File: config.mk
export PLATFORM = sky130hd
export DESIGN_NAME = lcsd_ctrl
export DESIGN_NICKNAME = d
export VERILOG_FILES = /design/src/design/lcsd_pkg.sv /design/src/design/lcsd_ctrl.sv
export SDC_FILE = /design/constraint.sdc
export NUM_CORES = 1
export LEC_CHECK = 0
export BUFFER_PORTS_ARGS = -buffer_cell sky130_fd_sc_hd__buf_4
export CAP_MARGIN = 20
export CORE_MARGIN = 2
export CORE_UTILIZATION = 44
export CTS_CLUSTER_DIAMETER = 100
export DETAILED_ROUTE_END_ITERATION = 8
export PLACE_DENSITY = 0.74
export SLEW_MARGIN = 20
export SYNTH_ARGS = -nofsm -noshare
export SYNTH_HDL_FRONTEND = slang
export SYNTH_SLANG_ARGS = --single-unit
File: constraint.sdc
create_clock -name clk -period 1.7 [get_ports clk]
set_input_delay 0.17 -clock clk [delete_from_list [all_inputs] [get_ports clk]]
set_output_delay 0.17 -clock clk [all_outputs]
set_load 0.01 [all_outputs]
File: src/design/lcsd_pkg.sv
// Shared types, constants and tables for the linear / circular standard deviation block.
// Used by every module of the block; depends on nothing else.
package lcsd_pkg;

    localparam int SAMPLE_W         = 24;
    localparam int DEV_W            = 24;
    localparam int NOUT_W           = 11;
    localparam int MAX_SAMPLES_DEF  = 1024;
    localparam int CORDIC_STEPS_DEF = 16;
    localparam int XW               = 34;

    localparam logic [DEV_W-1:0]       DEV_MAX          = 24'hFFFFFF;
    localparam logic signed [24:0]     DEG360_Q12       = 25'sd1474560;
    localparam logic signed [24:0]     DEG180_Q12       = 25'sd737280;
    localparam logic signed [24:0]     DEG90_Q12        = 25'sd368640;
    localparam logic [24:0]            RAD_PER_DEG_Q30  = 25'd18740327;
    localparam logic signed [XW-1:0]   CORDIC_GAIN_Q30  = 34'sd652032874;
    localparam logic [30:0]            HALF_PI_Q30      = 31'd1686629713;
    localparam logic [63:0]            YAMARTINO_B_Q30  = 64'd166107860;
    localparam logic [63:0]            DEG_PER_RAD_Q24  = 64'd961263808;
    localparam logic [63:0]            ONE_Q30          = 64'h0000_0000_4000_0000;
    localparam logic [127:0]           ONE_Q32          = 128'h1_0000_0000;

    typedef enum logic [3:0] {
        ST_IDLE, ST_CHECK, ST_ACC, ST_REDUCE, ST_FOLD, ST_ANGLE,
        ST_LAUNCH, ST_WAIT, ST_DECIDE, ST_EMIT
    } ctrl_state_t;

    typedef enum logic [3:0] {
        STEP_ROT, STEP_L_SQ, STEP_L_MAG, STEP_L_DIV, STEP_L_SQRT,
        STEP_C_SS, STEP_C_CC, STEP_C_DIV, STEP_C_SQE, STEP_C_SQR, STEP_C_VEC,
        STEP_C_E2, STEP_C_E3, STEP_C_FAC, STEP_C_ANG, STEP_C_DEG
    } step_t;

    typedef enum logic [1:0] {
        SEQ_MUL, SEQ_DIV, SEQ_SQRT
    } seq_op_t;

    typedef struct packed {
        step_t step;
        logic  load;
        logic  acc;
        logic  reduce;
        logic  fold;
        logic  angle;
        logic  start;
        logic  capture;
        logic  decide;
        logic  emit;
    } cmd_t;

    typedef struct packed {
        logic take;
        logic last;
        logic in_range;
        logic too_few;
        logic circ;
        logic neg;
        logic over;
        logic unit_done;
    } status_t;

    // atan(2^-i) in Q30
    function automatic logic [31:0] atan_q30(input logic [4:0] idx);
        logic [31:0] r;
        begin
            case (idx)
                5'd0:  r = 32'd843314857;
                5'd1:  r = 32'd497837829;
                5'd2:  r = 32'd263043837;
                5'd3:  r = 32'd133525159;
                5'd4:  r = 32'd67021687;
                5'd5:  r = 32'd33543516;
                5'd6:  r = 32'd16775851;
                5'd7:  r = 32'd8388437;
                5'd8:  r = 32'd4194283;
                5'd9:  r = 32'd2097149;
                5'd10: r = 32'd1048576;
                5'd11: r = 32'd524288;
                5'd12: r = 32'd262144;
                5'd13: r = 32'd131072;
                5'd14: r = 32'd65536;
                5'd15: r = 32'd32768;
                5'd16: r = 32'd16384;
                5'd17: r = 32'd8192;
                5'd18: r = 32'd4096;
                5'd19: r = 32'd2048;
                5'd20: r = 32'd1024;
                5'd21: r = 32'd512;
                5'd22: r = 32'd256;
                5'd23: r = 32'd128;
                default: r = 32'd0;
            endcase
            return r;
        end
    endfunction

endpackage

File: src/design/lcsd_ctrl.sv
// Controller state machine: sequences per-word accumulation and the final statistic.
// Depends on lcsd_pkg.
module lcsd_ctrl import lcsd_pkg::*;
(
    input  logic    clk,
    input  logic    rst_n,
    input  logic    start,
    input  status_t status,
    output cmd_t    cmd,
    output logic    busy
);

    ctrl_state_t state_reg;
    ctrl_state_t state_next;
    step_t       step_reg;
    step_t       step_next;

    // state register
    always_ff @(posedge clk or negedge rst_n)
    begin
        if (!rst_n)
        begin
            state_reg <= ST_IDLE;
            step_reg  <= STEP_ROT;
        end
        else
        begin
            state_reg <= state_next;
            step_reg  <= step_next;
        end
    end

    // next state and commands
    always_comb
    begin
        state_next = state_reg;
        step_next  = step_reg;
        cmd        = '0;
        cmd.step   = step_reg;
        unique case (state_reg)
            ST_IDLE:
                if (start)
                begin
                    cmd.load   = 1'b1;
                    state_next = ST_CHECK;
                end
            ST_CHECK:
                if (status.take)
                    state_next = ST_ACC;
                else if (status.last)
                    state_next = ST_DECIDE;
                else
                    state_next = ST_IDLE;
            ST_ACC:
            begin
                cmd.acc    = 1'b1;
                state_next = ST_REDUCE;
            end
            ST_REDUCE:
                if (status.in_range)
                    state_next = ST_FOLD;
                else
                    cmd.reduce = 1'b1;
            ST_FOLD:
            begin
                cmd.fold   = 1'b1;
                state_next = ST_ANGLE;
            end
            ST_ANGLE:
            begin
                cmd.angle  = 1'b1;
                step_next  = STEP_ROT;
                state_next = ST_LAUNCH;
            end
            ST_LAUNCH:
            begin
                cmd.start  = 1'b1;
                state_next = ST_WAIT;
            end
            ST_WAIT:
                if (status.unit_done)
                begin
                    cmd.capture = 1'b1;
                    state_next  = ST_LAUNCH;
                    unique case (step_reg)
                        STEP_ROT:    state_next = status.last ? ST_DECIDE : ST_IDLE;
                        STEP_L_SQ:   step_next = STEP_L_MAG;
                        STEP_L_MAG:
                            if (status.neg)
                                state_next = ST_EMIT;
                            else
                                step_next = STEP_L_DIV;
                        STEP_L_DIV:
                            if (status.over)
                                state_next = ST_EMIT;
                            else
                                step_next = STEP_L_SQRT;
                        STEP_L_SQRT: state_next = ST_EMIT;
                        STEP_C_SS:   step_next = STEP_C_CC;
                        STEP_C_CC:   step_next = STEP_C_DIV;
                        STEP_C_DIV:  step_next = STEP_C_SQE;
                        STEP_C_SQE:  step_next = STEP_C_SQR;
                        STEP_C_SQR:  step_next = STEP_C_VEC;
                        STEP_C_VEC:  step_next = STEP_C_E2;
                        STEP_C_E2:   step_next = STEP_C_E3;
                        STEP_C_E3:   step_next = STEP_C_FAC;
                        STEP_C_FAC:  step_next = STEP_C_ANG;
                        STEP_C_ANG:  step_next = STEP_C_DEG;
                        STEP_C_DEG:  state_next = ST_EMIT;
                        default:     state_next = ST_EMIT;
                    endcase
                end
            ST_DECIDE:
            begin
                cmd.decide = 1'b1;
                if (status.too_few)
                    state_next = ST_EMIT;
                else
                begin
                    step_next  = status.circ ? STEP_C_SS : STEP_L_SQ;
                    state_next = ST_LAUNCH;
                end
            end
            ST_EMIT:
            begin
                cmd.emit   = 1'b1;
                state_next = ST_IDLE;
            end
            default:
                state_next = ST_IDLE;
        endcase
    end

    assign busy = (state_reg != ST_IDLE);

    a_emit_to_idle: assert property (@(posedge clk) disable iff (!rst_n)
        (state_reg == ST_EMIT) |=> (state_reg == ST_IDLE))
        else $error("controller did not return to idle after a result");

endmodule

# Word level (Yosys, flattened, before mapping)
# Cells that the tools add are included.
# W data, S select, Z words.
# classes
add_sub_neg	0
mul	0
n_div	0
magnitude_cmp	0
n_eq_ne	31
n_shift	0
n_mux	29
bitwise_logic	0
reduce_logical	7
# ops
op	count
$pmux W4 S13	1
$mux W4	12
$eq A4 B4 Y1 const B	10
$pmux W4 S9	1
$eq A4 B3 Y1 const B	8
$eq A4 B2 Y1 const B	4
$pmux W4 S4	1
$ne A14 B1 Y1 const B	1
$mux W1	12
$pmux W4 S3	1
$eq A4 B1 Y1 const B	2
$logic_not A4 Y1	2
$ne A2 B2 Y1 const B	4
$ne A3 B3 Y1 const B	2
$reduce_and A6 Y1	1
$reduce_bool A4 Y1	1
$mux W3	1
$reduce_and A3 Y1	1
$reduce_bool A3 Y1	1
$reduce_or A2 Y1	1
# totals
reg_bits	8
latchBits	0
ram_bits	0
rom_bits	0
input_bits	11
wordCells	69
mem_count	0

# Logic depth before layout (Yosys ltp)
# Gate-level depths: netlist of the first run.
# depth
word_depth	5
depth_mapped	6
depth_no_buf	6

# Least setup slack after synthesis of the first run
# Ideal clock, no wire load.
# synth_timing
path_kind	register to register
startpoint	register step_reg[2]
endpoint	register step_reg[0]
arrival_ns	1.632
t_required_ns	1.575
setup_slack_ns	-0.057
path_stages_with_launch	7
path_buffers	1
cell_sequence	dfrtp_1 buf_6 and2_4 a211o_1 nand3b_4 a21boi_4 mux2_4
# synth_via
elab_chain_len	4
elab_cells_between_ends	20
# synth_rtl
item	line	text
from (decl)	lcsd_ctrl.sv:15	step_t step_reg;
from (signal assigned)	lcsd_ctrl.sv:29	step_reg <= step_next;
$eq A4 B4 Y1, or another cell as far along	lcsd_ctrl.sv:85	unique case (step_reg)
$pmux W4 S13	lcsd_ctrl.sv:85	
$mux W4	lcsd_ctrl.sv:81	if (status.unit_done)
$pmux W4 S3	lcsd_ctrl.sv:40	unique case (state_reg)
# Several ways; a longest one is shown, not always the timed one. The select of a mux whose other input is x is not followed.
# A chain may end at the register's enable or synchronous reset.

# Worst setup path in the final report of the first run
# layout_timing
startpoint	register step_reg[3]
endpoint	register step_reg[0]
# Same word-level chain as after synthesis.

==> flow_metrics.py, run 1 <==
metrics = {
    "power_and_ir_drop": {
        "pwr-share-comb_pct": 72.7,
        "p_total_mw": 1.83,
        "p_seq_share_pct": 18.5,
        "net-switching-power_mw": 0.812,
        "power_density_nw_per_um2": 1590,
        "p_leak_nw": 0.531,
        "clockPowerShare_pct": 8.8,
        "worst_ir_drop_vdd_mv": 0.867,
        "p_int_mw": 1.02,
        "power.share.switching_pct": 44.3,
    },
    "yosys": {
        "synthDistinctLibCells": 40,
        "synth_area_per_cell_um2": 7.75,
        "synth_top_family_by_area": "simple AND/OR/NAND/NOR gates",
        "synth-seq-cells": 8,
        "yosysSeqAreaShare_pct": 26.1,
        "synth-xor-area-share_pct": 0,
        "syn-cell-area_um2": 767,
        "ys_warn_count": 0,
        "async_flop_share_pct": 100,
        "synth_adder_area_share_pct": 0,
        "netlist_instances": 99,
        "synth_top_flop_cell": "dfrtp_1",
        "synth-compound-area-share_pct": 24.3,
        "synthMuxAreaShare_pct": 5.38,
        "syn-num-nets": 110,
        "synth-simple-area-share_pct": 38.7,
        "synth_edf_count": 0,
    },
    "critical_path": {
        "regToRegStartpoint": "step_reg[3]",
        "cp.arrival_ps": 1840,
        "criticalPathCategory": "flop to flop",
        "cp-start-kind": "flop",
        "worst-path-buf-inv": 0,
        "r2r-end": "step_reg[0]",
        "regToRegSetupSlack_ps": 10,
        "critPathMaxFanout": 4,
        "path_delay_family": "compound AO/OA/AOI/OAI gates",
        "path_cells": "and2_4, a211o_1, nand3b_4, a21boi_4, mux2_4",
        "cp_slowest_stage_delay_ps": 420,
        "r2r_cells": 5,
        "cp_slowest_cell": "dfrtp_1",
        "endpoint_kind": "flop",
        "crit_required_ps": 1850,
    },
    "cells_and_area": {
        "multi_input_area_um2": 541,
        "fin_util_pct": 68.3,
        "syn_to_final_growth_pct": 50.4,
        "fill_cells": 140,
        "antennaDiodeCount": 0,
        "final_layout_size_suffix_gt1_share_pct": 42.9,
        "seq_area_um2": 204,
        "layout.nets": 152,
    },
    "drt": {
        "drc": 0,
        "vias": 907,
        "viasPerCell": 5.78,
        "ant_nets": 0,
        "wirelength_um": 2380,
        "routedWlPerCell_um": 15.1,
        "drt_pass1_iterations": 4,
        "drt_iter0_drc": 22,
    },
    "hold_path": {
        "hp-class": "input port to flop",
        "hold_end": "state_reg[2]",
        "hp-start": "status[0]",
        "hold_depth": 2,
    },
    "sta": {
        "slew_violations": 0,
        "setup_viol_count_final": 0,
        "max_freq_mhz": 593,
        "rsz0062_at_grt": "yes",
        "finalHoldViolCount": 0,
        "worst_pin_slew_ps": 374,
        "min_period_ps": 1690,
        "finalCritPeriodShare_pct": 99.2,
        "skew_ps": 14.8,
        "layout_setup_ws_ps": 13.2,
        "maxSlewHeadroom_pct": 74.9,
    },
    "global_routing": {
        "grt_pass1_vias": 824,
        "grt.overflow.total": 0,
        "antenna_found_initial": 0,
        "grt_max_degree": 13,
        "grt_first_pass_wirelength_um": 3620,
        "grt_usage_pct": 24.3,
    },
    "clock_network": {
        "clockRootBuffer": "clkbuf_4",
        "clock_path_buffers": 2,
        "cts_tree": "built",
        "clk_latency_ps": 270,
        "clk_pin_slew_ps": 60,
        "htreeDepth": 1,
        "cts_made_buffers": 3,
        "clock-sinks": 8,
    },
    "flow_run": {
        "drv_cap": 0,
    },
    "floorplanning": {
        "die_h_um": 45.8,
        "ios": 25,
        "initial_utilization_pct": 45.4,
        "die-area_um2": 2090,
        "rows": 15,
        "core-area_um2": 1690,
        "die_w_um": 45.8,
    },
    "placement": {
        "place_ws_ps": 32.0,
        "place.gp.congestion": 0.914,
        "io_buffers": 24,
        "dp_hpwl_um": 1790,
    },
    "outcome": {
        "status": "complete, no violations",
    },
}
-- through the flow --
step	instance area (um^2)	std cells	hold WS, ps	TNS [ps]
after CTS	1120	155	108	0
after global placement	1080	150	-9.50	0
after floorplan	772	99	-126	-1.12
final	1150	157	118	0
after global routing	1150	157	109	-44.7
after detailed placement	1080	150	-6.46	0
-- metal layers --
metal  vias up  share of wire, %  wire, um  global-route usage, %
met5         -                 0         0                      0
met4         0              0.51        12                   9.14
met3         2               4.5       108                   4.76
met2        29                56      1330                   45.9
met1       430                39       925                   26.3
li1        446                 -         -                      -
-- cell type report --
type	instances	area share (%)
Sequential cell	8	17.7
Tap cell	17	1.84
Clock buffer	4	2.28
Timing Repair Buffer	42	30.0
Inverter	4	1.30
Multi-Input combinational cell	82	46.9
-- power groups by stage --
stage / Clock [mW] / Sequential (mW) / Combinational, mW
2_1_floorplan: 0 / 0.360 / 0.724
3_3_place_gp: 0 / 0.330 / 1.22
3_5_place_dp: 0 / 0.339 / 1.25
4_1_cts: 0.164 / 0.338 / 1.27
5_1_grt: 0.179 / 0.348 / 1.43
6_report: 0.161 / 0.339 / 1.33
-- cell usage after synthesis (2+ instances only) --
master	instances	share of area, %
a21oi_1	5	3.3
a31oi_1	2	1.6
and3_1	2	1.6
clkbuf_1	3	1.5
dfrtp_1	8	26
inv_1	4	2.0
mux2_4	2	3.9
nand2_1	10	4.9
nand2b_1	5	4.1
nand3_1	3	2.0
nor2_1	14	6.9
nor3_1	4	2.6
nor3b_1	2	2.0
o211ai_1	2	2.0
o21ai_0	4	2.6
o21ai_1	3	2.0
o22ai_1	2	1.6
o31ai_1	2	2.0
-- placed cells by master (no fill, tap or decap), types with 4 or more instances in the layout --
master    instances
buf_4            38
nor2_1           14
nand2_1          10
nand2b_1          5
a21oi_1           5
dfrtp_1           5
nor3_1            4
o21ai_1           4
-- timing repair --
item | in CTS | in global routing
hold buffers | 1 | 0
setup buffers | 0 | 2
endpoints found under the hold margin | 8 | 0
gates cloned | 0 | 0
endpoints found under the setup margin | 1 | 7
pin swaps | 0 | 3
resized for setup | 1 | 6
-- worst max-delay path by stage --
stage / endpoint / cells after the start / slack (ps) / startpoint
3_5_place_dp: step_reg[0] / 5 / 30 / step_reg[1]
2_1_floorplan: step_reg[0] / 6 / -1 / step_reg[2]
3_3_place_gp: step_reg[0] / 5 / 60 / state_reg[2]
5_1_grt: step_reg[2] / 5 / -20 / step_reg[3]
6_report: step_reg[0] / 5 / 10 / step_reg[3]
4_1_cts: step_reg[0] / 5 / 9 / step_reg[1]
-- cell families after synthesis --
family | after synthesis
DFF | 8
AOI/OAI and AO/OA | 27
buffers and inverters | 9
and+or+nand+nor | 52
muxes | 3
No activity file was read; power rests on OpenSTA's default activity.
==> inputs of run 2 (changes only) <==
Settings changed: GPL_TIMING_DRIVEN set to 0, PLACE_DENSITY 0.74 to not set, PLACE_DENSITY_LB_ADDON set to 0.08.
==> run 2 against run 1 <==
Compared with the run above:
- the flow now finishes with violations (negative setup slack)
- maximum frequency shrank 3.7%
- flip-flop and latch count stayed put
- critical path depth unchanged
- sequential power is 8.3% higher
- clock power shrank 6%
- core utilization decreased by 4.1 points
- total power decreased by 6.8%
- global-route usage is 0.27 points lower
- register-to-register slack got worse by 70 ps
- cell area fell by 6.1%
- critical path type unchanged
- critical endpoint is now step_reg[2]
- largest cell class unchanged
==> flow_metrics.py, run 2 (synthesis results as in run 1) <==
metrics = {
    "cells_and_area": {
        "antennaDiodeCount": 0,
        "fill_cells": 157,
        "layout.nets": 147,
        "layout.cells.most_common": "buf_4",
        "fin_util_pct": 64.1,
        "finalInstanceArea_um2": 1080,
        "syn_to_final_growth_pct": 41.3,
        "final_cell_mix": "buf_4, nor2_1, nand2_1",
        "layoutNonFillerInstCount": 151,
        "final_layout_size_suffix_gt1_share_pct": 40.3,
    },
    "sta": {
        "setup_viol_count_final": 2,
        "rsz0062_at_grt": "yes",
        "worst_pin_slew_ps": 464,
        "maxSlewHeadroom_pct": 68.9,
        "min_period_ps": 1750,
        "finalHoldViolCount": 0,
        "layout_setup_ws_ps": -52.3,
        "max_freq_mhz": 571,
        "timing.hold.ws_ps": 110,
        "finalSetupTns_ps": -98.6,
        "finalCritPeriodShare_pct": 103,
        "slew_violations": 0,
        "skew_ps": 6.45,
    },
    "drt": {
        "ant_nets": 0,
        "routedWlPerCell_um": 14.2,
        "drt_pass1_iterations": 4,
        "drc": 0,
        "viasPerCell": 5.83,
        "wirelength_um": 2140,
        "drt_iter0_drc": 17,
        "vias": 881,
    },
    "global_routing": {
        "grt_first_pass_wirelength_um": 3510,
        "grt.overflow.total": 0,
        "antenna_found_initial": 0,
        "grt_pass1_vias": 792,
        "grt_usage_pct": 24.1,
        "grt_max_degree": 11,
    },
    "outcome": {
        "status": "finished with violations",
        "violations": "negative setup slack",
    },
    "power_and_ir_drop": {
        "p_total_mw": 1.71,
        "p_seq_share_pct": 21.5,
        "worst_ir_drop_vdd_mv": 1.01,
        "pwr-share-comb_pct": 69.7,
        "clockPowerShare_pct": 8.9,
        "p_int_mw": 0.932,
        "p_leak_nw": 0.505,
        "power_density_nw_per_um2": 1580,
        "power.share.switching_pct": 45.4,
        "net-switching-power_mw": 0.776,
    },
    "clock_network": {
        "cts_tree": "built",
        "clock-sinks": 8,
        "cts_made_buffers": 3,
        "clk_latency_ps": 260,
        "clock_path_buffers": 2,
        "clk_pin_slew_ps": 60,
        "clockRootBuffer": "clkbuf_4",
        "htreeDepth": 1,
    },
    "critical_path": {
        "crit_required_ps": 1840,
        "critPathMaxFanout": 4,
        "cp.arrival_ps": 1890,
        "r2r_cells": 5,
        "endpoint_kind": "flop",
        "criticalPathCategory": "flop to flop",
        "cp-start-kind": "flop",
    },
    "floorplanning": {
        "die_h_um": 45.8,
        "ios": 25,
        "die_w_um": 45.8,
        "rows": 15,
        "core-area_um2": 1690,
        "die-area_um2": 2090,
        "initial_utilization_pct": 45.4,
    },
    "hold_path": {
        "hold_depth": 2,
        "hp-class": "input port to flop",
    },
    "placement": {
        "placed_cell_area_um2": 973,
        "place_ws_ps": -130,
        "placed_cells": 140,
        "place.gp.congestion": 0.798,
        "io_buffers": 24,
        "dp_hpwl_um": 1570,
    },
    "flow_run": {
        "drv_cap": 0,
    },
}
[run 2: what timing repair did]
item,in CTS,in global routing
endpoints found under the hold margin,8,0
endpoints found under the setup margin,4,9
gates resized for setup,4,6
buffers inserted,6,1
pin swaps,1,0
hold buffers,1,0
[run 2: power by group through the flow]
stage | registers (mW) | logic, mW | clock network, mW
5_1_grt | 0.379 | 1.31 | 0.168
3_3_place_gp | 0.373 | 1.02 | 0
3_5_place_dp | 0.376 | 1.02 | 0
4_1_cts | 0.363 | 1.15 | 0.155
2_1_floorplan | 0.360 | 0.724 | 0
6_report | 0.367 | 1.19 | 0.151
[run 2: layer usage]
metal	routed length (um)	up-vias	global-route usage, %
li1	-	429	-
met4	40	0	8.57
met1	933	421	29.7
met2	1060	25	39.7
met5	0	-	0
met3	107	6	7.14
[run 2: worst paths after layout]
path                                   start           end  slack (ps)
worst max-delay path            state_reg[2]   step_reg[2]         -50
worst min-delay path               status[0]  state_reg[2]         110
worst max register to register  state_reg[2]   step_reg[2]         -50
worst min register to register   step_reg[2]   step_reg[2]         660
max in group asynchronous              rst_n  state_reg[3]        1270
min in group asynchronous              rst_n  state_reg[1]         280
[run 2: cell type report]
cell class	instances	area [um^2]	share of cell area, %
inverters	4	15.0	1.39
plain buffers	5	33.8	3.12
multi-input cells	82	544	50.2
well taps	17	21.3	1.96
repair buffers	32	243	22.4
clock buffers	3	22.5	2.08
flip-flops and latches	8	204	18.8
[run 2: worst max-delay path, stage by stage (launching register included)]
cell and delay (ps):
dfrtp_1 390, nand2b_4 150, or3_4 370, o21ai_4 170
a21boi_4 240, mux2_4 310
